**src/hw/rtl/cmphd_fifo.sv**
```systemverilog
`default_nettype none
// ----------------------------------------------------------------------------
// cmphd_fifo
// Small register queue with push/pop handshakes, used between the front and
// the cordic pipeline and in front of the result port.
// ----------------------------------------------------------------------------
module cmphd_fifo #(
  parameter int WIDTH = 8,
  parameter int DEPTH = 2
) (
  input  wire logic             clk_i,
  input  wire logic             rst_ni,
  input  wire logic             push_i,
  input  wire logic [WIDTH-1:0] wr_data_i,
  input  wire logic             pop_i,
  output logic      [WIDTH-1:0] rd_data_o,
  output logic                  empty_o,
  output logic                  full_o
);

  localparam int PTR_W = (DEPTH > 1) ? $clog2(DEPTH) : 1;
  localparam int CNT_W = $clog2(DEPTH + 1);

  logic [WIDTH-1:0] mem_q [DEPTH];
  logic [PTR_W-1:0] wr_ptr_q, wr_ptr_d, rd_ptr_q, rd_ptr_d;
  logic [CNT_W-1:0] count_q, count_d;
  logic             do_push, do_pop;

  assign empty_o   = (count_q == '0);
  assign full_o    = (count_q == CNT_W'(DEPTH));
  assign rd_data_o = mem_q[rd_ptr_q];
  assign do_push   = push_i & ~full_o;
  assign do_pop    = pop_i & ~empty_o;

  always_comb begin
    wr_ptr_d = wr_ptr_q;
    rd_ptr_d = rd_ptr_q;
    count_d  = count_q;
    if (do_push) begin
      wr_ptr_d = (wr_ptr_q == PTR_W'(DEPTH - 1)) ? '0 : wr_ptr_q + PTR_W'(1);
    end
    if (do_pop) begin
      rd_ptr_d = (rd_ptr_q == PTR_W'(DEPTH - 1)) ? '0 : rd_ptr_q + PTR_W'(1);
    end
    if (do_push && !do_pop) begin
      count_d = count_q + CNT_W'(1);
    end else if (do_pop && !do_push) begin
      count_d = count_q - CNT_W'(1);
    end
  end

  always_ff @(posedge clk_i or negedge rst_ni) begin
    if (!rst_ni) begin
      wr_ptr_q <= '0;
      rd_ptr_q <= '0;
      count_q  <= '0;
    end else begin
      wr_ptr_q <= wr_ptr_d;
      rd_ptr_q <= rd_ptr_d;
      count_q  <= count_d;
    end
  end

  always_ff @(posedge clk_i) begin
    if (do_push) begin
      mem_q[wr_ptr_q] <= wr_data_i;
    end
  end

  a_count_range: assert property (@(posedge clk_i) disable iff (!rst_ni)
    count_q <= CNT_W'(DEPTH))
    else $error("queue count beyond depth");

  a_ptr_gap: assert property (@(posedge clk_i) disable iff (!rst_ni)
    (empty_o || full_o) |-> (wr_ptr_q == rd_ptr_q))
    else $error("queue pointers disagree with count");

endmodule
`default_nettype wire

```
**config.mk**
```make
export PLATFORM = sky130hd
export DESIGN_NAME = cmphd_fifo
export DESIGN_NICKNAME = d
export VERILOG_FILES = /design/src/hw/rtl/cmphd_fifo.sv
export SDC_FILE = /design/constraint.sdc
export NUM_CORES = 1
export LEC_CHECK = 0
export ABC_CLOCK_PERIOD_IN_PS = 3000
export BUFFER_PORTS_ARGS = -buffer_cell sky130_fd_sc_hd__buf_2
export CORE_MARGIN = 10
export CORE_UTILIZATION = 52
export CTS_CLUSTER_DIAMETER = 40
export DETAILED_ROUTE_END_ITERATION = 10
export HOLD_SLACK_MARGIN = 0.03
export PLACE_DENSITY = 0.79
export SLEW_MARGIN = 5
export SYNTH_ARGS = -nofsm -noshare
export SYNTH_HDL_FRONTEND = slang
export SYNTH_SLANG_ARGS = --single-unit
export TNS_END_PERCENT = 50
```
**constraint.sdc**
```tcl
create_clock -name clk_i -period 3 [get_ports clk_i]
set_input_delay 0.15 -clock clk_i [delete_from_list [all_inputs] [get_ports clk_i]]
set_output_delay 0.15 -clock clk_i [all_outputs]
set_load 0.01 [all_outputs]
```
Word level (Yosys, flattened, before mapping)
Memories as Yosys holds them, arrays and structs flattened. Cells that the tools add are included.

Output and inout port bits: 10. Register bits after elaboration: 4. RAM bits: 16. Bits of input ports: 12. Memories: 1.

Eq/ne operators: 1. Mux-type cells: 6. Reduce and logical (&&, ||, !) cells: 6. Add/sub/neg operators: 4. Bitwise operators: 4.

Memory list: mem_q (depth 2, width 8, read ports 1, clocked after memory_dff 0, write ports 1, line 24) `logic [WIDTH-1:0] mem_q [DEPTH];`.

Operators with widths (count): two-way mux 1 bit (4); two-way mux 2 bit (2); adder 1 bit, second input constant (2); adder 2 x 1 -> 2 bit, second input constant (1); AND 1 bit (2); equality test 2 bit, second input constant (1); logical AND 1 bit (2); logical NOT 1 bit (2); logical NOT 2 bit (1); inverter 1 bit (2); nonzero test 2 bit (1); subtractor 2 x 1 -> 2 bit, second input constant (1).

Longest topological paths before layout
Depth in word-level cells: 7. Gate-level depth with buffers: 7. Gate-level depth less buffers: 7.

Worst setup path before layout
No wires, ideal clock.

Kind: register to register. Start: register count_q[0]. End: memory mem_q[0][0], enable pin. Slack: 1626 ps. Required time: 2630 ps. Stages on the path, launching flop included: 4. Path buffers: 0. Library setup time: 370 ps. Arrival: 1004 ps. Cell sequence: dfrtp_1 -> nand2b_1 -> nand2_2 -> nor2_1.

Longest elaborated chain between the ends: 5.

RTL lines: start: declaration (line 26) `logic [CNT_W-1:0] count_q, count_d;`; start signal: assignment (line 60) `count_q <= count_d;`; equality test 2 bit (line 30) `assign full_o = (count_q == CNT_W'(DEPTH));`; inverter 1 bit (line 32) `assign do_push = push_i & ~full_o;`; AND 1 bit (line 32); two-way mux 1 bit (line 65) `if (do_push) begin`; two-way mux 1 bit (not written as such) (line 66) `mem_q[wr_ptr_q] <= wr_data_i;`; end: declaration (line 24).

Every way passes these cells.

Worst setup path after layout
Start: register count_q[0]. End: memory mem_q[0][1], enable pin.

The elaborated chain is that of the path after synthesis.

==> metrics.txt <==
Setup WS pre-CTS=1400 ps; Min-Delay Path Depth=1; Max Freq=628 MHz; CP Class=reg2reg; Reg-to-Reg Start=count_q[0]; endpoints failing setup=0; VDD IR max=500 uV; required time worst endpoint=2930 ps; top sig layer=met4; GR Overflow Total=0; Cells after Synth=44; H-tree Lvls=1; sum of buffers and inverters on the critical path=0; WHS Endpoint=mem_q[0][6]; initial antenna violation count=0; via count=442; CP Max Fanout=8; element type at the critical path end=flop; status=finished, final reports clean; clock slew at reported path FFs=100 ps; Die Y=58.6 um; ANT cells=0; Critical Path AT=1520 ps; largest net degree at the start of global routing=12; DRT Wirelength=1370 um; Final Slew Violations=0; Synth top area share=62.0%; Clock Sinks=20; Initial Utilization=57.4%; Synth Cell Area=774 um^2; global-route wire length before repair=2200 um; Seq cells post-synth=20; kind of cell adding the most delay to the critical path=simple AND/OR/NAND/NOR gates; Final ANT Viol Nets=0; CORE AREA=0.00135 mm^2; 1st-pass router iterations=4; crit-path cells=nand2b_1 > nand2_2 > nor2_1; share of cells above drive strength 1=36.1%; final hold vios=0; R2R cell count=3; CTS tree=done; Pwr per Cell Area=891 mW/mm^2; 1st-iter DRT viols=7; final period utilization=53.1%; die width=58.6 um; Routed WL per cell=15.7 um; Critical-path top delay cell=nor2_1; setup_tns=0 ps; R2R Setup Slk=1410 ps; Rows=13; Leak=0.400 nW; Max Cap Viol=0; Final Wtd Congestion=0.782; Mean Syn Cell Area=17.6 um^2; path category of the worst min-delay check=in2reg; met3 wire length=73 um; Tmin final=1590 ps; R2R Path End=mem_q[0][1]; Metal-1 WL=540 um; all-layer global routing usage=8.41%; nets@finish=86; number of library cell types mapped by synthesis=14; DIE AREA=0.00343 mm^2; layout overhead on the synthesized area=23.9%; # placed instances=79; unrepaired setup endpoints after global routing=false; vias in the first global route=507; PnR worst setup slack=1410 ps; post-synthesis sequential area ratio=75.0%; largest buffer count on any clock path=2; HPWL Detailed=1130 um; Slew headroom=54.6%; drt via density=5.08; Tot Pwr=855 uW; Synthesis Warnings=0; startpoint types=flop; Port Buffers=21; CTS Root Cell=clkbuf_4; final cell count without fillers=87; cell type with the highest aggregate area in the netlist=edfxtp_1; crit-path max cell delay=530 ps; top cells by area, synth=edfxtp_1 62%, dfrtp_1 13%, mux2_1 10%; WL met2=726 um; Final Skew=6.98 ps; CTS Buf Count=3; FILL cells=98; DRC=0; Worst-Margin Slew=678 ps; Synth Net Count=57; hold path startpoint=wr_data_i[6]; Clock Latency Late Sink=300 ps; IO Count=22; CTS resizes=0
per-stage QoR:
| stage | util (%) | instance area [um^2] | hold WS (ps) |
|---|---|---|---|
| CTS | 70.3 | 950 | 34.5 |
| global route | 71.1 | 960 | 33.8 |
| global placement | 66.2 | 893 | -40.2 |
| finish | 71.1 | 960 | 38.6 |
| floorplan | - | 774 | -146 |
| detailed placement | 66.2 | 893 | -38.8 |
cell usage after synthesis:
library cell,number
ha_1,1
edfxtp_1,16
xor2_1,2
dfrtp_1,4
mux2_1,7
inv_1,2
nor2_1,3
o21ai_1,1
nand2b_1,1
mux2_2,1
nand2_2,1
and3_1,1
xnor2_1,3
buf_2,1
layout by cell type (no fill, tap or decap):
cell type and count:
and3_1 1, buf_2 21, clkbuf_1 1, clkbuf_4 3, dfrtp_1 4, dlygate4sd3_1 4, edfxtp_1 16, ha_1 1
inv_1 2, mux2_1 7, mux2_2 1, nand2_2 1, nand2b_1 1, nor2_1 3, o21ai_1 1, xnor2_1 3
xor2_1 2
logic make-up after synthesis:
family                     synth area share [%]
AOI/OAI and AO/OA                         0.646
xor gates and xnor gates                   5.66
adders and majority gates                  1.62
buffers and inverters                      1.62
DFF                                        75.0
muxes                                      11.6
and+or+nand+nor                            3.88
registers in the layout, indices dropped and copies added, names as in the netlist:
register,cells
count_q,2
wr_ptr_q,1
mem_q,16
rd_ptr_q,1
final cells by class:
type / count / area [um^2] / share of cell area, %
clock buffers: 4 / 26.3 / 2.74
inverters: 2 / 7.51 / 0.782
multi-input cells: 21 / 181 / 18.9
flip-flops and latches: 20 / 581 / 60.5
well taps: 15 / 18.8 / 1.96
repair buffers: 25 / 145 / 15.1
layer usage:
layer | global-route usage, % | up-vias
li1 | - | 216
met1 | 8.35 | 209
met2 | 15.5 | 14
met3 | 2.58 | 3
met4 | 3.93 | 0
met5 | 0 | -
how the worst max path moves through the flow:
stage / startpoint / endpoint / slack [ps] / depth (start not counted)
2_1_floorplan: count_q[0] / mem_q[0][0] / 1630 / 3
3_3_place_gp: count_q[0] / mem_q[0][6] / 1520 / 3
3_5_place_dp: count_q[0] / mem_q[0][3] / 1400 / 3
4_1_cts: count_q[0] / mem_q[0][1] / 1390 / 3
5_1_grt: count_q[0] / mem_q[0][1] / 1300 / 3
6_report: count_q[0] / mem_q[0][1] / 1410 / 3
power breakdown:
group	leakage, nW	switching [mW]	total, mW	internal, mW
clock	0.0150	0.0728	0.125	0.0518
sequential	0.195	0.0574	0.446	0.388
combinational	0.190	0.146	0.285	0.139
worst reg2reg max path, cell delays in order, from the launching register on:
cell and delay [ps]:
dfrtp_1 430, nand2b_1 190, nand2_2 90, nor2_1 530
what timing repair did:
| item | in CTS | in global routing |
|---|---|---|
| setup buffers | 0 | 0 |
| hold endpoints to repair | 8 | 1 |
| hold buffers | 3 | 1 |
(Power assumes the default switching activity.)
