==> src/hw/rtl/cmphd_pkg.sv <==
`default_nettype none
// ----------------------------------------------------------------------------
// cmphd_pkg
// Shared types and constants of the compass heading core: fixed-point widths,
// the arctangent table in fractions of a turn, and the queue item formats.
// ----------------------------------------------------------------------------
package cmphd_pkg;

  localparam int IN_W        = 16;
  localparam int HEAD_W      = 16;
  localparam int GUARD_BITS  = 24;
  localparam int ANGLE_GUARD = 4;
  localparam int ATAN_LEN    = 24;
  // pre-rotated axis value, one bit wider than the reading
  localparam int PRE_W       = IN_W + 1;
  // two bits of headroom cover the cordic gain
  localparam int DATA_W      = PRE_W + GUARD_BITS + 2;
  localparam int MID_DEPTH   = 2;
  localparam int OUT_DEPTH   = 2;

  // atan(2^-i) / (2*pi) * 2^32, rounded to nearest
  localparam logic [31:0] ATAN_TURNS [ATAN_LEN] = '{
    32'h20000000, 32'h12E4051E, 32'h09FB385B, 32'h051111D4,
    32'h028B0D43, 32'h0145D7E1, 32'h00A2F61E, 32'h00517C55,
    32'h0028BE53, 32'h00145F2F, 32'h000A2F98, 32'h000517CC,
    32'h00028BE6, 32'h000145F3, 32'h0000A2FA, 32'h0000517D,
    32'h000028BE, 32'h0000145F, 32'h00000A30, 32'h00000518,
    32'h0000028C, 32'h00000146, 32'h000000A3, 32'h00000051
  };

  typedef struct packed {
    logic signed [PRE_W-1:0] a;
    logic signed [PRE_W-1:0] b;
    logic                    half;
    logic                    zero;
  } pre_t;

  typedef struct packed {
    logic [HEAD_W-1:0] heading;
    logic              zero;
  } res_t;

  // table entry rounded half up to acc_bits bits
  function automatic logic [31:0] atan_step(input int idx, input int acc_bits);
    logic [32:0] sum;
    sum = {1'b0, ATAN_TURNS[idx]} + (33'd1 << (31 - acc_bits));
    return 32'(sum >> (32 - acc_bits));
  endfunction

endpackage
`default_nettype wire

==> src/hw/rtl/cmphd_front.sv <==
`default_nettype none
// ----------------------------------------------------------------------------
// cmphd_front
// Classifies an incoming sample: flags the zero vector and folds the lower
// half plane onto the upper one, noting the half turn it stands for.
// ----------------------------------------------------------------------------
module cmphd_front (
  input  wire logic signed [cmphd_pkg::IN_W-1:0] field_x_i,
  input  wire logic signed [cmphd_pkg::IN_W-1:0] field_y_i,
  output cmphd_pkg::pre_t                         item_o
);

  import cmphd_pkg::*;

  logic signed [PRE_W-1:0] x_ext, y_ext;

  assign x_ext = PRE_W'(field_x_i);
  assign y_ext = PRE_W'(field_y_i);

  always_comb begin
    item_o.zero = (field_x_i == '0) && (field_y_i == '0);
    item_o.half = field_y_i[IN_W-1];
    if (item_o.half) begin
      item_o.a = -y_ext;
      item_o.b = -x_ext;
    end else begin
      item_o.a = y_ext;
      item_o.b = x_ext;
    end
  end

endmodule
`default_nettype wire

==> config.mk <==
export PLATFORM = sky130hd
export DESIGN_NAME = cmphd_front
export DESIGN_NICKNAME = d
export VERILOG_FILES = /design/src/hw/rtl/cmphd_pkg.sv /design/src/hw/rtl/cmphd_front.sv
export SDC_FILE = /design/constraint.sdc
export NUM_CORES = 1
export LEC_CHECK = 0
export BUFFER_PORTS_ARGS = -buffer_cell sky130_fd_sc_hd__buf_2
export CAP_MARGIN = 20
export CORE_MARGIN = 2
export CORE_UTILIZATION = 35
export DETAILED_ROUTE_END_ITERATION = 10
export GPL_ROUTABILITY_DRIVEN = 0
export PLACE_DENSITY = 0.93
export SLEW_MARGIN = 30
export SYNTH_ARGS = -nofsm -noshare
export SYNTH_HDL_FRONTEND = slang
export SYNTH_SLANG_ARGS = --single-unit
==> constraint.sdc <==
create_clock -name vclk -period 2.3
set_input_delay 0.345 -clock vclk [all_inputs]
set_output_delay 0.345 -clock vclk [all_outputs]
set_load 0.05 [all_outputs]
### Word level (Yosys, flattened, before mapping)

Index checks and enable logic that the tools add are counted.

* word-level logic and storage cells: 6
* register bits: 0
* output and inout port bits: 36

* add/sub/neg operators: 2
* mux-type cells: 1
* reductions and logical operators: 3

Operator list (count)
* $mux 34: 1
* $neg 16->17: 2
* $logic_not 16->1: 2
* $logic_and 1x1->1: 1

### Longest topological paths before layout

Gate-level depths: netlist of the first run.

* depth after elaboration: 2
* mapped depth: 6
* mapped depth without buffers: 6

### Worst setup path after synthesis of the first run

No wires, ideal clock.

* kind: input -> output
* from: in field_x_i[1] (netlist name)
* to: out item_o[0] (netlist name)
* path buffers: 0
* cell stages on the path: 6
* required time: 1.955 ns
* path slack: -0.524 ns
* data arrival time: 2.479 ns
* cells stage by stage: inv_1 ha_1 or4b_1 or3_1 or4_1 nor3_2

RTL lines
* start: declaration: line cmphd_front.sv:8 `input wire logic signed [cmphd_pkg::IN_W-1:0] field_x_i,`
* end: declaration: line cmphd_front.sv:10 `output cmphd_pkg::pre_t item_o`

==> results.ini, run 1 <==
[drt]
vias_per_cell=4.982
avgRoutedWirePerCell_um=11.84
drt_iter0_drc=8
wirelength_um=2628
ant_nets=0
drc=0
first_pass_iters=4
vias=1106

[setup_path]
crit_path_end_kind=output port
crit_type=in -> out
path_delay_family=simple AND/OR/NAND/NOR gates
cp.arrival_ns=2.27
worst-path-buf-inv=3
crit_path_cell_trace=buf_8, inv_4, ha_4, or4b_4, or3_4, or4_4, nor3_4, buf_6
crit_path_max_incr_delay_ns=0.50
crit_required_ns=1.96
slowest_stage=or4_4
cp_num_cells=8
cp-start-kind=primary input
cp_max_fo=2

[grt]
grtUsageTotal=0.2078
antenna_found_initial=0
grt_pass1_wl_um=4209
overflow=0
grt_max_degree=35
first_global_vias=1049

[yosys]
synth_cell_types=25
synth-compound-area-share=0.2273
syn_nets=136
synth_cells=102
synth_area_um2=688.2
synth_area_per_cell_um2=6.747
synth_top_area_frac=0.3436
yosysSeqAreaShare=0
synth_top_family_by_area=XOR/XNOR gates
yosysTopAreaCell=xnor2_1
synthTopCellsByArea=xnor2_1 (34%), o41ai_1 (7.6%), nand2_1 (6.5%)
synth_warnings=0
synth-adder-area-share=0.03636
synth-simple-area-share=0.2836
synth_xor_xnor_area_share=0.3436
synth_mux_area_frac=0.01636

[job]
drv_cap=0

[timing]
tightestPinTransition_ns=0.6034
hold_viol=0
hold_ws_ns=1.017
fmax_mhz=381.8
rsz0062_at_grt=yes
setup_viol=5
finalMaxSlewViolations=0
fin_crit_ns=2.619
min_period_over_period=1.139
slew_headroom=0.5978
fin_ws_ns=-0.3189

[hold_path]
hold_class=in -> out
hold_depth=2

[final_layout]
insertedDiodeCount=0
final_cells=222
syn_to_final_growth_pct=106.2
n_sequential_cell=0
multi_input_area_um2=708.2
drive_gt1_frac=0.5949
finalNetCount=231
n_fill_cell=148
n_clock_buffer=0
regArea_um2=0

[floorplan]
num_rows=16
start_util=0.3618
die_y_um=48.34
die_area_um2=2337
die_w_um=48.34
core_region_area_um2=1902
io_pins=68

[power]
ir_drop_mv=0.3091
fin_total_pwr_w=0.0004780
power.density_nw_per_um2=336.9
leakagePower_nw=0.6662

[placement]
dpl.hpwl_um=2079
dp.cells=220
io_buffer_count=67

[run_status]
status=complete, but fails checks
violations=negative setup slack

[timing repair]
item	CTS	global route
hold buffers	0	0
buffers inserted	1	1
pin swaps	4	6
endpoints found under the setup margin	11	13
gates resized for setup	28	12
[where the power goes]
part	total (W)	internal (W)	switching [W]
combinational	0.000478	0.000154	0.000324
sequential	0	0	0
clock	0	0	0
total	0.000478	0.000154	0.000324
[logic make-up (layout without fill, tap and decap cells)]
kind of cell | count (synthesis) | count (layout)
AOI/OAI and AO/OA | 23 | 23
xor gates and xnor gates | 27 | 27
adders and majority gates | 2 | 2
buffers and inverters | 12 | 105
muxes | 1 | 1
other | 1 | 1
and+or+nand+nor | 36 | 36
[cells in the mapped netlist, drive strengths merged (2+ instances only)]
master	count
nor2	5
clkbuf	3
ha	2
nand2	12
o31ai	6
nor3	6
nand2b	3
buf	4
xnor2	27
o21ai	9
inv	5
o41ai	6
or4	5
[layer usage]
layer  wire length, µm  vias to the layer above  global-route usage
met5                 0                        -                   0
met4                34                        0             0.01429
met3               105                        4             0.01235
met2              1448                       37              0.4306
met1              1040                      513              0.2391
li1                  -                      552                   -
[path summary, 6_finish.rpt]
check / start / endpoint / slack, ns
setup / recovery: field_x_i[0] / item_o[0] / -0.32
hold / removal: field_y_i[0] / item_o[19] / 1.02
[placed cells by master (no fill, tap or decap), types with 4 or more instances in the layout]
| master | n |
|---|---|
| buf_2 | 51 |
| buf_4 | 40 |
| buf_6 | 6 |
| nand2_1 | 12 |
| nor2_1 | 5 |
| o21ai_0 | 7 |
| o31ai_1 | 6 |
| o41ai_1 | 6 |
| or4_4 | 4 |
| xnor2_1 | 26 |
[final cells by class]
cell class                 instances  share of cell area
inverter                           5             0.01675
multi-input combinational         90              0.4991
tap                               27             0.02381
timing repair buffer             100              0.4603
[stage by stage]
stage	area [µm²]	TNS, ns	util	setup WS, ns
after global routing	1419	-1.393	0.7461	-0.3668
after floorplan	706.9	-0.3609	-	-0.3609
final	1419	-0.7496	0.7461	-0.3189
after CTS	1383	-0.5861	0.7270	-0.3163
after detailed placement	1267	-1.448	0.6664	-0.4831
after global placement	1267	-1.063	0.6664	-0.4339
(Power assumes the default switching activity.)
==> inputs of run 2 (changes only) <==
==> constraint.sdc (replaced) <==
create_clock -name vclk -period 2.3
set_input_delay 0.115 -clock vclk [all_inputs]
set_output_delay 0.115 -clock vclk [all_outputs]
set_load 0.05 [all_outputs]
==> run 2 against run 1 <==
The flow now finishes without violations; combinational power down 13%; hold slack worse by 0.46 ns; sequential share of layout area unchanged; global-route usage down 3.0 points; sequential cell count unchanged; setup slack better by 0.42 ns; highest routed layer unchanged.
==> results.ini, run 2 (synthesized netlist as in run 1, its figures left out) <==
[job]
drv_cap=0

[setup_path]
crit_type=in -> out
cp_max_fo=2
cp-start-kind=primary input
cp.arrival_ns=2.09
crit_path_end_kind=output port
crit_required_ns=2.18

[final_layout]
final_cell_mix=buf_2 (66), xnor2_1 (27), nand2_1 (12)
fin_util=0.5684
insertedDiodeCount=0
syn_to_final_growth_pct=57.09
regArea_um2=0
n_fill_cell=201
multi_input_area_um2=634.4
n_sequential_cell=0
drive_gt1_frac=0.4556
layout_commonest_cell=buf_2
finalNetCount=205
n_clock_buffer=0

[timing]
fin_crit_ns=2.201
tightestPinTransition_ns=0.5329
hold_viol=0
slew_headroom=0.6447
hold_ws_ns=0.5549
min_period_over_period=0.9569
finalSetupTns_ns=0
fin_ws_ns=0.09902
finalMaxSlewViolations=0
setup_viol=0
fmax_mhz=454.3

[drt]
avgRoutedWirePerCell_um=10.42
drc=0
ant_nets=0
vias_per_cell=5.046
first_pass_iters=4
vias=989
drt_iter0_drc=25
wirelength_um=2043

[clocking]
cts_hold_buf=0
post_cts.repair.setup_buffers=0
post_cts_resized=0

[grt]
antenna_found_initial=0
first_global_vias=918
overflow=0
grt_max_degree=35
grt_pass1_wl_um=3622
grtUsageTotal=0.1779

[hold_path]
hold_class=in -> out

[power]
ir_drop_mv=0.2340
leakagePower_nw=0.4999
fin_total_pwr_w=0.0004173
power.density_nw_per_um2=386.0

[floorplan]
io_pins=68
die_w_um=48.34
die_area_um2=2337
start_util=0.3618
core_region_area_um2=1902
num_rows=16
die_y_um=48.34

[placement]
io_buffer_count=67
place_ws_ns=0.007762
dpl.hpwl_um=1748

[run_status]
status=finished, final reports clean

run 2: final timing paths:
kind         end     startpoint  slack, ns  cells past startpoint
max    item_o[0]  field_y_i[11]        0.1                      6
min   item_o[19]   field_y_i[0]       0.55                      2
run 2: report_power, final:
group | switching, W | internal, W | total [W]
Sequential | 0 | 0 | 0
Combinational | 0.000306 | 0.000111 | 0.000417
Clock | 0 | 0 | 0
run 2: through the flow:
stage                     area (µm²)  cells
after floorplan                694.4    102
after global placement          1075    196
after detailed placement        1075    196
after CTS                       1075    196
after global routing            1081    196
final                           1081    196
run 2: final cells by class:
class,instances,share of cell area
Timing Repair Buffer,74,0.3646
Tap cell,27,0.03125
Multi-Input combinational cell,90,0.5868
Inverter,5,0.01736
run 2: worst max-delay path: stages:
cell and delay, ns:
buf_2 0.11, or4_4 0.53, or4_1 0.43, or4_1 0.59
nor3_4 0.14, buf_6 0.18
run 2: routing by layer:
metal | routed length (µm) | global-route usage | vias up
met5 | 0 | 0 | -
met4 | 19 | 0.01905 | 0
met3 | 150 | 0.02469 | 2
met2 | 1026 | 0.3495 | 41
met1 | 847 | 0.2087 | 441
li1 | - | - | 505
