==> config.mk <==
export PLATFORM = sky130hd
export DESIGN_NAME = cmphd_back
export DESIGN_NICKNAME = d
export VERILOG_FILES = /design/src/hw/rtl/cmphd_pkg.sv /design/src/hw/rtl/cmphd_back.sv
export SDC_FILE = /design/constraint.sdc
export NUM_CORES = 2
export LEC_CHECK = 0
export BUFFER_PORTS_ARGS = -buffer_cell sky130_fd_sc_hd__buf_4
export CORE_MARGIN = 5
export CORE_UTILIZATION = 65
export DETAILED_ROUTE_END_ITERATION = 10
export PLACE_DENSITY = 0.87
export SLEW_MARGIN = 20
export SYNTH_ARGS = -nofsm -noshare
export SYNTH_HDL_FRONTEND = slang
export SYNTH_SLANG_ARGS = --single-unit
==> constraint.sdc <==
create_clock -name clk_i -period 13.16 [get_ports clk_i]
set_clock_uncertainty 0.15 [all_clocks]
set_input_delay 2.632 -clock clk_i [delete_from_list [all_inputs] [get_ports clk_i]]
set_output_delay 2.632 -clock clk_i [all_outputs]
set_load 0.02 [all_outputs]
==> src/hw/rtl/cmphd_pkg.sv <==
`default_nettype none
// ----------------------------------------------------------------------------
// cmphd_pkg
// Shared types and constants of the compass heading core: fixed-point widths,
// the arctangent table in fractions of a turn, and the queue item formats.
// ----------------------------------------------------------------------------
package cmphd_pkg;

  localparam int IN_W        = 16;
  localparam int HEAD_W      = 16;
  localparam int GUARD_BITS  = 24;
  localparam int ANGLE_GUARD = 4;
  localparam int ATAN_LEN    = 24;
  // pre-rotated axis value, one bit wider than the reading
  localparam int PRE_W       = IN_W + 1;
  // two bits of headroom cover the cordic gain
  localparam int DATA_W      = PRE_W + GUARD_BITS + 2;
  localparam int MID_DEPTH   = 2;
  localparam int OUT_DEPTH   = 2;

  // atan(2^-i) / (2*pi) * 2^32, rounded to nearest
  localparam logic [31:0] ATAN_TURNS [ATAN_LEN] = '{
    32'h20000000, 32'h12E4051E, 32'h09FB385B, 32'h051111D4,
    32'h028B0D43, 32'h0145D7E1, 32'h00A2F61E, 32'h00517C55,
    32'h0028BE53, 32'h00145F2F, 32'h000A2F98, 32'h000517CC,
    32'h00028BE6, 32'h000145F3, 32'h0000A2FA, 32'h0000517D,
    32'h000028BE, 32'h0000145F, 32'h00000A30, 32'h00000518,
    32'h0000028C, 32'h00000146, 32'h000000A3, 32'h00000051
  };

  typedef struct packed {
    logic signed [PRE_W-1:0] a;
    logic signed [PRE_W-1:0] b;
    logic                    half;
    logic                    zero;
  } pre_t;

  typedef struct packed {
    logic [HEAD_W-1:0] heading;
    logic              zero;
  } res_t;

  // table entry rounded half up to acc_bits bits
  function automatic logic [31:0] atan_step(input int idx, input int acc_bits);
    logic [32:0] sum;
    sum = {1'b0, ATAN_TURNS[idx]} + (33'd1 << (31 - acc_bits));
    return 32'(sum >> (32 - acc_bits));
  endfunction

endpackage
`default_nettype wire

==> src/hw/rtl/cmphd_back.sv <==
`default_nettype none
// ----------------------------------------------------------------------------
// cmphd_back
// Vectoring cordic pipeline, one rotation per stage, followed by rounding of
// the turn accumulator to the heading. The whole pipe holds while the result
// queue is full.
// ----------------------------------------------------------------------------
module cmphd_back #(
  parameter int ANGLE_BITS    = 16,
  parameter int CORDIC_STAGES = 16
) (
  input  wire logic            clk_i,
  input  wire logic            rst_ni,
  input  wire cmphd_pkg::pre_t item_i,
  input  wire logic            item_valid_i,
  output logic                 item_pop_o,
  input  wire logic            res_full_i,
  output logic                 res_push_o,
  output cmphd_pkg::res_t      res_o
);

  import cmphd_pkg::*;

  localparam int ACC_W = ANGLE_BITS + ANGLE_GUARD;
  localparam int NSTG  = (CORDIC_STAGES > ATAN_LEN) ? ATAN_LEN : CORDIC_STAGES;
  localparam int EXT_W = DATA_W - PRE_W - GUARD_BITS;

  logic                     en;
  logic signed [DATA_W-1:0] a_q [NSTG];
  logic signed [DATA_W-1:0] a_d [NSTG];
  logic signed [DATA_W-1:0] b_q [NSTG];
  logic signed [DATA_W-1:0] b_d [NSTG];
  logic [ACC_W-1:0]         z_q [NSTG];
  logic [ACC_W-1:0]         z_d [NSTG];
  logic [NSTG-1:0]          zero_q, zero_d;
  logic [NSTG-1:0]          vld_q, vld_d;
  logic [ACC_W-1:0]         z_round;
  logic [ANGLE_BITS-1:0]    r_angle;
  logic [HEAD_W-1:0]        head;

  assign en         = ~res_full_i;
  assign item_pop_o = en & item_valid_i;

  for (genvar i = 0; i < NSTG; i++) begin : g_stage
    localparam logic [ACC_W-1:0] TSTEP = ACC_W'(atan_step(i, ACC_W));
    logic signed [DATA_W-1:0] a_in, b_in;
    logic [ACC_W-1:0]         z_in;
    logic                     zero_in, vld_in;

    if (i == 0) begin : g_first
      assign a_in    = $signed({{EXT_W{item_i.a[PRE_W-1]}}, item_i.a, {GUARD_BITS{1'b0}}});
      assign b_in    = $signed({{EXT_W{item_i.b[PRE_W-1]}}, item_i.b, {GUARD_BITS{1'b0}}});
      assign z_in    = item_i.half ? {1'b1, {(ACC_W-1){1'b0}}} : '0;
      assign zero_in = item_i.zero;
      assign vld_in  = item_valid_i;
    end else begin : g_next
      assign a_in    = a_q[i-1];
      assign b_in    = b_q[i-1];
      assign z_in    = z_q[i-1];
      assign zero_in = zero_q[i-1];
      assign vld_in  = vld_q[i-1];
    end

    // b on the axis counts as non-negative
    always_comb begin
      if (b_in[DATA_W-1]) begin
        a_d[i] = a_in - (b_in >>> i);
        b_d[i] = b_in + (a_in >>> i);
        z_d[i] = z_in - TSTEP;
      end else begin
        a_d[i] = a_in + (b_in >>> i);
        b_d[i] = b_in - (a_in >>> i);
        z_d[i] = z_in + TSTEP;
      end
      zero_d[i] = zero_in;
      vld_d[i]  = vld_in;
    end
  end

  always_ff @(posedge clk_i or negedge rst_ni) begin
    if (!rst_ni) begin
      vld_q <= '0;
    end else if (en) begin
      vld_q <= vld_d;
    end
  end

  always_ff @(posedge clk_i) begin
    if (en) begin
      for (int k = 0; k < NSTG; k++) begin
        a_q[k] <= a_d[k];
        b_q[k] <= b_d[k];
        z_q[k] <= z_d[k];
      end
      zero_q <= zero_d;
    end
  end

  // round off the guard bits, a full turn wraps to zero
  assign z_round = z_q[NSTG-1] + ACC_W'(1 << (ANGLE_GUARD - 1));
  assign r_angle = z_round[ACC_W-1:ANGLE_GUARD];

  if (ANGLE_BITS >= HEAD_W) begin : g_head_trunc
    assign head = r_angle[ANGLE_BITS-1 -: HEAD_W];
  end else begin : g_head_pad
    assign head = {r_angle, {(HEAD_W-ANGLE_BITS){1'b0}}};
  end

  assign res_push_o    = en & vld_q[NSTG-1];
  assign res_o.heading = zero_q[NSTG-1] ? '0 : head;
  assign res_o.zero    = zero_q[NSTG-1];

  a_pop_loads: assert property (@(posedge clk_i) disable iff (!rst_ni)
    item_pop_o |=> vld_q[0])
    else $error("popped item did not enter the first stage");

  a_stall_holds: assert property (@(posedge clk_i) disable iff (!rst_ni)
    (vld_q[NSTG-1] && !en) |=> (vld_q[NSTG-1] && $stable(z_q[NSTG-1])))
    else $error("last stage changed while stalled");

  a_no_push_full: assert property (@(posedge clk_i) disable iff (!rst_ni)
    res_push_o |-> !res_full_i)
    else $error("result pushed into full queue");

endmodule
`default_nettype wire

### Word-level counts from Yosys, hierarchy flattened

Memories as Yosys holds them, arrays and structs flattened.
Cells that the tools add are included.

* flip-flop bits (word level): 32
* latch bits: 0
* bits in writable memories: 1696
* memory bits (read-only): 0
* input port bits: 40
* output and inout bits: 19
* memories kept: 3

* $add $sub $neg: 96
* multiply operators: 0
* divide/modulo/power cells: 0
* magnitude comparators: 0
* equality and inequality tests: 0
* shifts and indexed selects: 0
* muxes and demuxes: 51
* bitwise gates (word level): 3
* reductions and logical operators: 0

Memory list
* a_q: words 16, width 43, read ports 15, clocked after memory_dff 0, wr ports 16, line cmphd_back.sv:29 `logic signed [DATA_W-1:0] a_q [NSTG];`
* b_q: words 16, width 43, read ports 15, clocked after memory_dff 0, wr ports 16, line cmphd_back.sv:31 `logic signed [DATA_W-1:0] b_q [NSTG];`
* z_q: words 16, width 20, read ports 16, clocked after memory_dff 0, wr ports 16, line cmphd_back.sv:33 `logic [ACC_W-1:0] z_q [NSTG];`

Operator list (count)
* two-way mux 43 bit: 32
* two-way mux 20 bit: 17
* adder 43 x 28 -> 43 bit: 2
* adder 43 x 29 -> 43 bit: 2
* adder 43 x 30 -> 43 bit: 2
* adder 43 x 31 -> 43 bit: 2
* adder 43 x 32 -> 43 bit: 2
* adder 43 x 33 -> 43 bit: 2
* adder 43 x 34 -> 43 bit: 2
* adder 43 x 35 -> 43 bit: 2
* adder 43 x 36 -> 43 bit: 2
* adder 43 x 37 -> 43 bit: 2
* adder 43 x 38 -> 43 bit: 2
* adder 43 x 39 -> 43 bit: 2
* adder 43 x 40 -> 43 bit: 2
* adder 43 x 41 -> 43 bit: 2
* adder 43 x 42 -> 43 bit: 2
* subtractor 43 x 28 -> 43 bit: 2
* subtractor 43 x 29 -> 43 bit: 2
* subtractor 43 x 30 -> 43 bit: 2
* subtractor 43 x 31 -> 43 bit: 2
* subtractor 43 x 32 -> 43 bit: 2
* subtractor 43 x 33 -> 43 bit: 2
* subtractor 43 x 34 -> 43 bit: 2
* other kinds (46): 57

### Longest topological paths before layout

* word-level depth: 3
* mapped depth: 23
* depth with buffers taken out: 23

### Least setup slack after synthesis

No wires, ideal clock.

* kind: input -> register
* start: in res_full_i
* end: mem a_q[0][107] (netlist bit) (enable)
* setup time: 1.569 ns
* data arrival time: 26.853 ns
* data required time: 11.441 ns
* setup slack: -15.412 ns
* stages: 3
* path buffers: 2
* cells stage by stage: clkbuf_1 clkbuf_1 inv_1

RTL lines
* start: declaration: line cmphd_back.sv:17 `input wire logic res_full_i,`
* end: declaration: line cmphd_back.sv:29

==> metrics.txt <==
Hold EP zero_q[4]$_DFFE_PN_; final hold viol count 0; Die Y 420 um; share of layout cells above drive strength 1 4.06%; worst reg2reg setup slack 6710 ps; hold bufs inserted after CTS 0; # setup viols final 0; RSZ-0062 raised after global routing false; Die X 420 um; largest net degree at the start of global routing 156; post-synthesis register bit count 1,255; CTS tree yes; Initial Util 65.3%; Data arrival, critical path 6850 ps; R2R Path Start a_q[1][97]$_DFFE_PN_; Placer Congestion 1.04; fin crit period 6450 ps; GRT Overall Usage 33.7%; DR iter-0 viols 7,387; hold crit path type reg2reg; Synth Flop Type edfxtp_1; FF-to-FF path depth 18; number of global-route vias before repair 88,000; wire per inst 21.6 um; EDFF count, synth 1,239; Buffers on Ports 58; CP max FO 6; Antenna Cells 0; Root Driver clkbuf_16; postcts setup bufs 0; drt total wl 304 mm; Crit path largest cell delay 720 ps; FFs w/ async S/R, synth 1.27%; detailed placement HPWL 239 mm; Crit-path slowest cell o21ai_0; hold slack 268 ps; status complete, no violations; Mapped Nets 13,000; Worst setup SP type flop; Syn-to-layout area delta 7.02%; Clock transition at path regs 60 ps; Critical R2R Capture b_q[1][169]$_DFFE_PN_; Filler cells 12,400; register area share after synthesis 34.4%; DR vias/cell 6.39; CP top delay family simple AND/OR/NAND/NOR gates; Core Footprint 0.167 sq mm; Buffers & Inverters on Critical Path 1; post-CTS resize count 0; max cap viols 0; DR DRC count 0; clock buffer depth 3; nets@finish 13,100; H-tree depth 4; setup TNS 0 ps; clk_lat worst skew 830 ps; Worst Setup End Kind flop; Remaining Overflow, GRT 0; Yosys warnings 0; DR vias 89,700; CTS buffer count 145; count of cell types in the netlist 100; first-pass GRT wire length 472 mm; Peak Freq 155 MHz; Worst Path Required 13,570 ps; synthesized area per cell 9.37 sq um; Gate Count Post-Synth 11,700; commonest non-fill, non-tap cell in the layout ha_1; hold path start zero_q[3]$_DFFE_PN_; fin. max-slew vios 0; Setup Crit Path Kind reg2reg; hold depth 0; post-route ant nets 0; crit-path cells inv_1 -> ha_1 -> nor3b_1 -> nor3b_1 -> nand2_1 -> nor4_1 -> and2_1 -> nor2_1 -> xor2_1 -> ha_1 -> nand3_1 -> a211o_1 -> o21ai_0 -> a211oi_1 -> or3b_2 -> a21boi_0 -> o21a_1 -> o211ai_1; die area 0.176 sq mm; Placement Rows 150; Least-Margin Pin Slew 1210 ps; IO Pins 59; Mapped Area 0.109 sq mm; initial antenna violation count 3; Tcrit/Tclk final 49.0%; clock sink total 1,255; drt first pass iters 7; Slew headroom 18.8%; highest-count cells in the layout ignoring fill and taps 1,292 x ha_1, 1,239 x edfxtp_1, 1,225 x a21oi_1, 1,180 x nor2_1, 1,102 x xnor2_1
-- stage by stage --
stage / utilization, % / worst slack, ps / instances / instance area (sq um)
after floorplan: - / -9010 / 11700 / 109000
after global placement: 67.1 / 6760 / 13800 / 112000
after detailed placement: 67.1 / 6770 / 13800 / 112000
after CTS: 69.9 / 6940 / 14000 / 117000
after global routing: 69.9 / 6390 / 14000 / 117000
final: 69.9 / 6710 / 14000 / 117000
-- state kept, by name, summed over array words and instances, names as in the netlist --
name    cells
z_q       265
b_q       483
vld_q      16
a_q       475
zero_q     16
-- layout make-up --
class / count / area [sq um] / area share (%)
sequential: 1255 / 37600 / 32.2
inverter: 569 / 2140 / 1.83
clock buffer: 178 / 3880 / 3.32
tap: 2204 / 2760 / 2.36
clock inverter: 83 / 871 / 0.745
timing repair buffer: 104 / 847 / 0.725
multi-input combinational: 9652 / 68800 / 58.9
-- logic make-up after synthesis --
logic type / after synthesis / share of synthesized area (%)
compound gates: 3207 / 18.4
mux: 73 / 0.723
xor+xnor: 1734 / 13.9
simple gates: 3314 / 14.6
fa+ha+maj: 1324 / 15.4
buf+inv: 753 / 2.60
flops: 1255 / 34.4
-- worst max path at each step --
stage | startpoint | endpoint | slack (ps) | depth (start not counted)
detailed placement | item_i[2] | a_q[0][40]$_DFFE_PN_ | 6770 | 16
floorplan | res_full_i | a_q[0][107]$_DFFE_PN_ | -9010 | 3
global placement | item_i[2] | a_q[0][40]$_DFFE_PN_ | 6760 | 16
finish | a_q[1][97]$_DFFE_PN_ | b_q[1][169]$_DFFE_PN_ | 6710 | 18
CTS | a_q[1][97]$_DFFE_PN_ | b_q[1][169]$_DFFE_PN_ | 6940 | 18
global route | a_q[1][97]$_DFFE_PN_ | b_q[1][169]$_DFFE_PN_ | 6390 | 18
-- layer usage --
| metal | GRT usage (%) | vias up | routed length (um) | share of wire (%) |
|---|---|---|---|---|
| met5 | 0 | - | 22 | 0.0072 |
| met4 | 25.3 | 4 | 26600 | 8.8 |
| met3 | 4.76 | 1104 | 18200 | 6.0 |
| met2 | 59.0 | 3524 | 148000 | 49 |
| met1 | 37.3 | 42200 | 112000 | 37 |
| li1 | - | 42800 | - | - |
-- cell usage after synthesis, types with 173 or more instances --
cell	count	area share, %
ha_1	1292	15
nor2b_1	173	0.99
inv_1	563	1.9
xor2_1	632	5.1
edfxtp_1	1239	34
nor3_1	361	1.7
nor2_1	1180	4.1
a21o_1	484	3.3
nand2_1	577	2.0
xnor2_1	1102	8.8
o21ai_0	502	2.3
a21oi_1	1225	5.6
nand3_1	195	0.89
-- worst register-to-register path, cell delays in order (launching register included) --
cell,delay (ps)
edfxtp_1,510
inv_1,110
ha_1,180
nor3b_1,440
nor3b_1,700
nand2_1,220
nor4_1,550
and2_1,330
nor2_1,80
xor2_1,170
ha_1,370
nand3_1,90
a211o_1,220
o21ai_0,720
a211oi_1,200
or3b_2,540
a21boi_0,390
o21a_1,170
o211ai_1,90
Power is not shown: default switching activity piles up to over one toggle a cycle in this logic, so the estimate is an artifact.
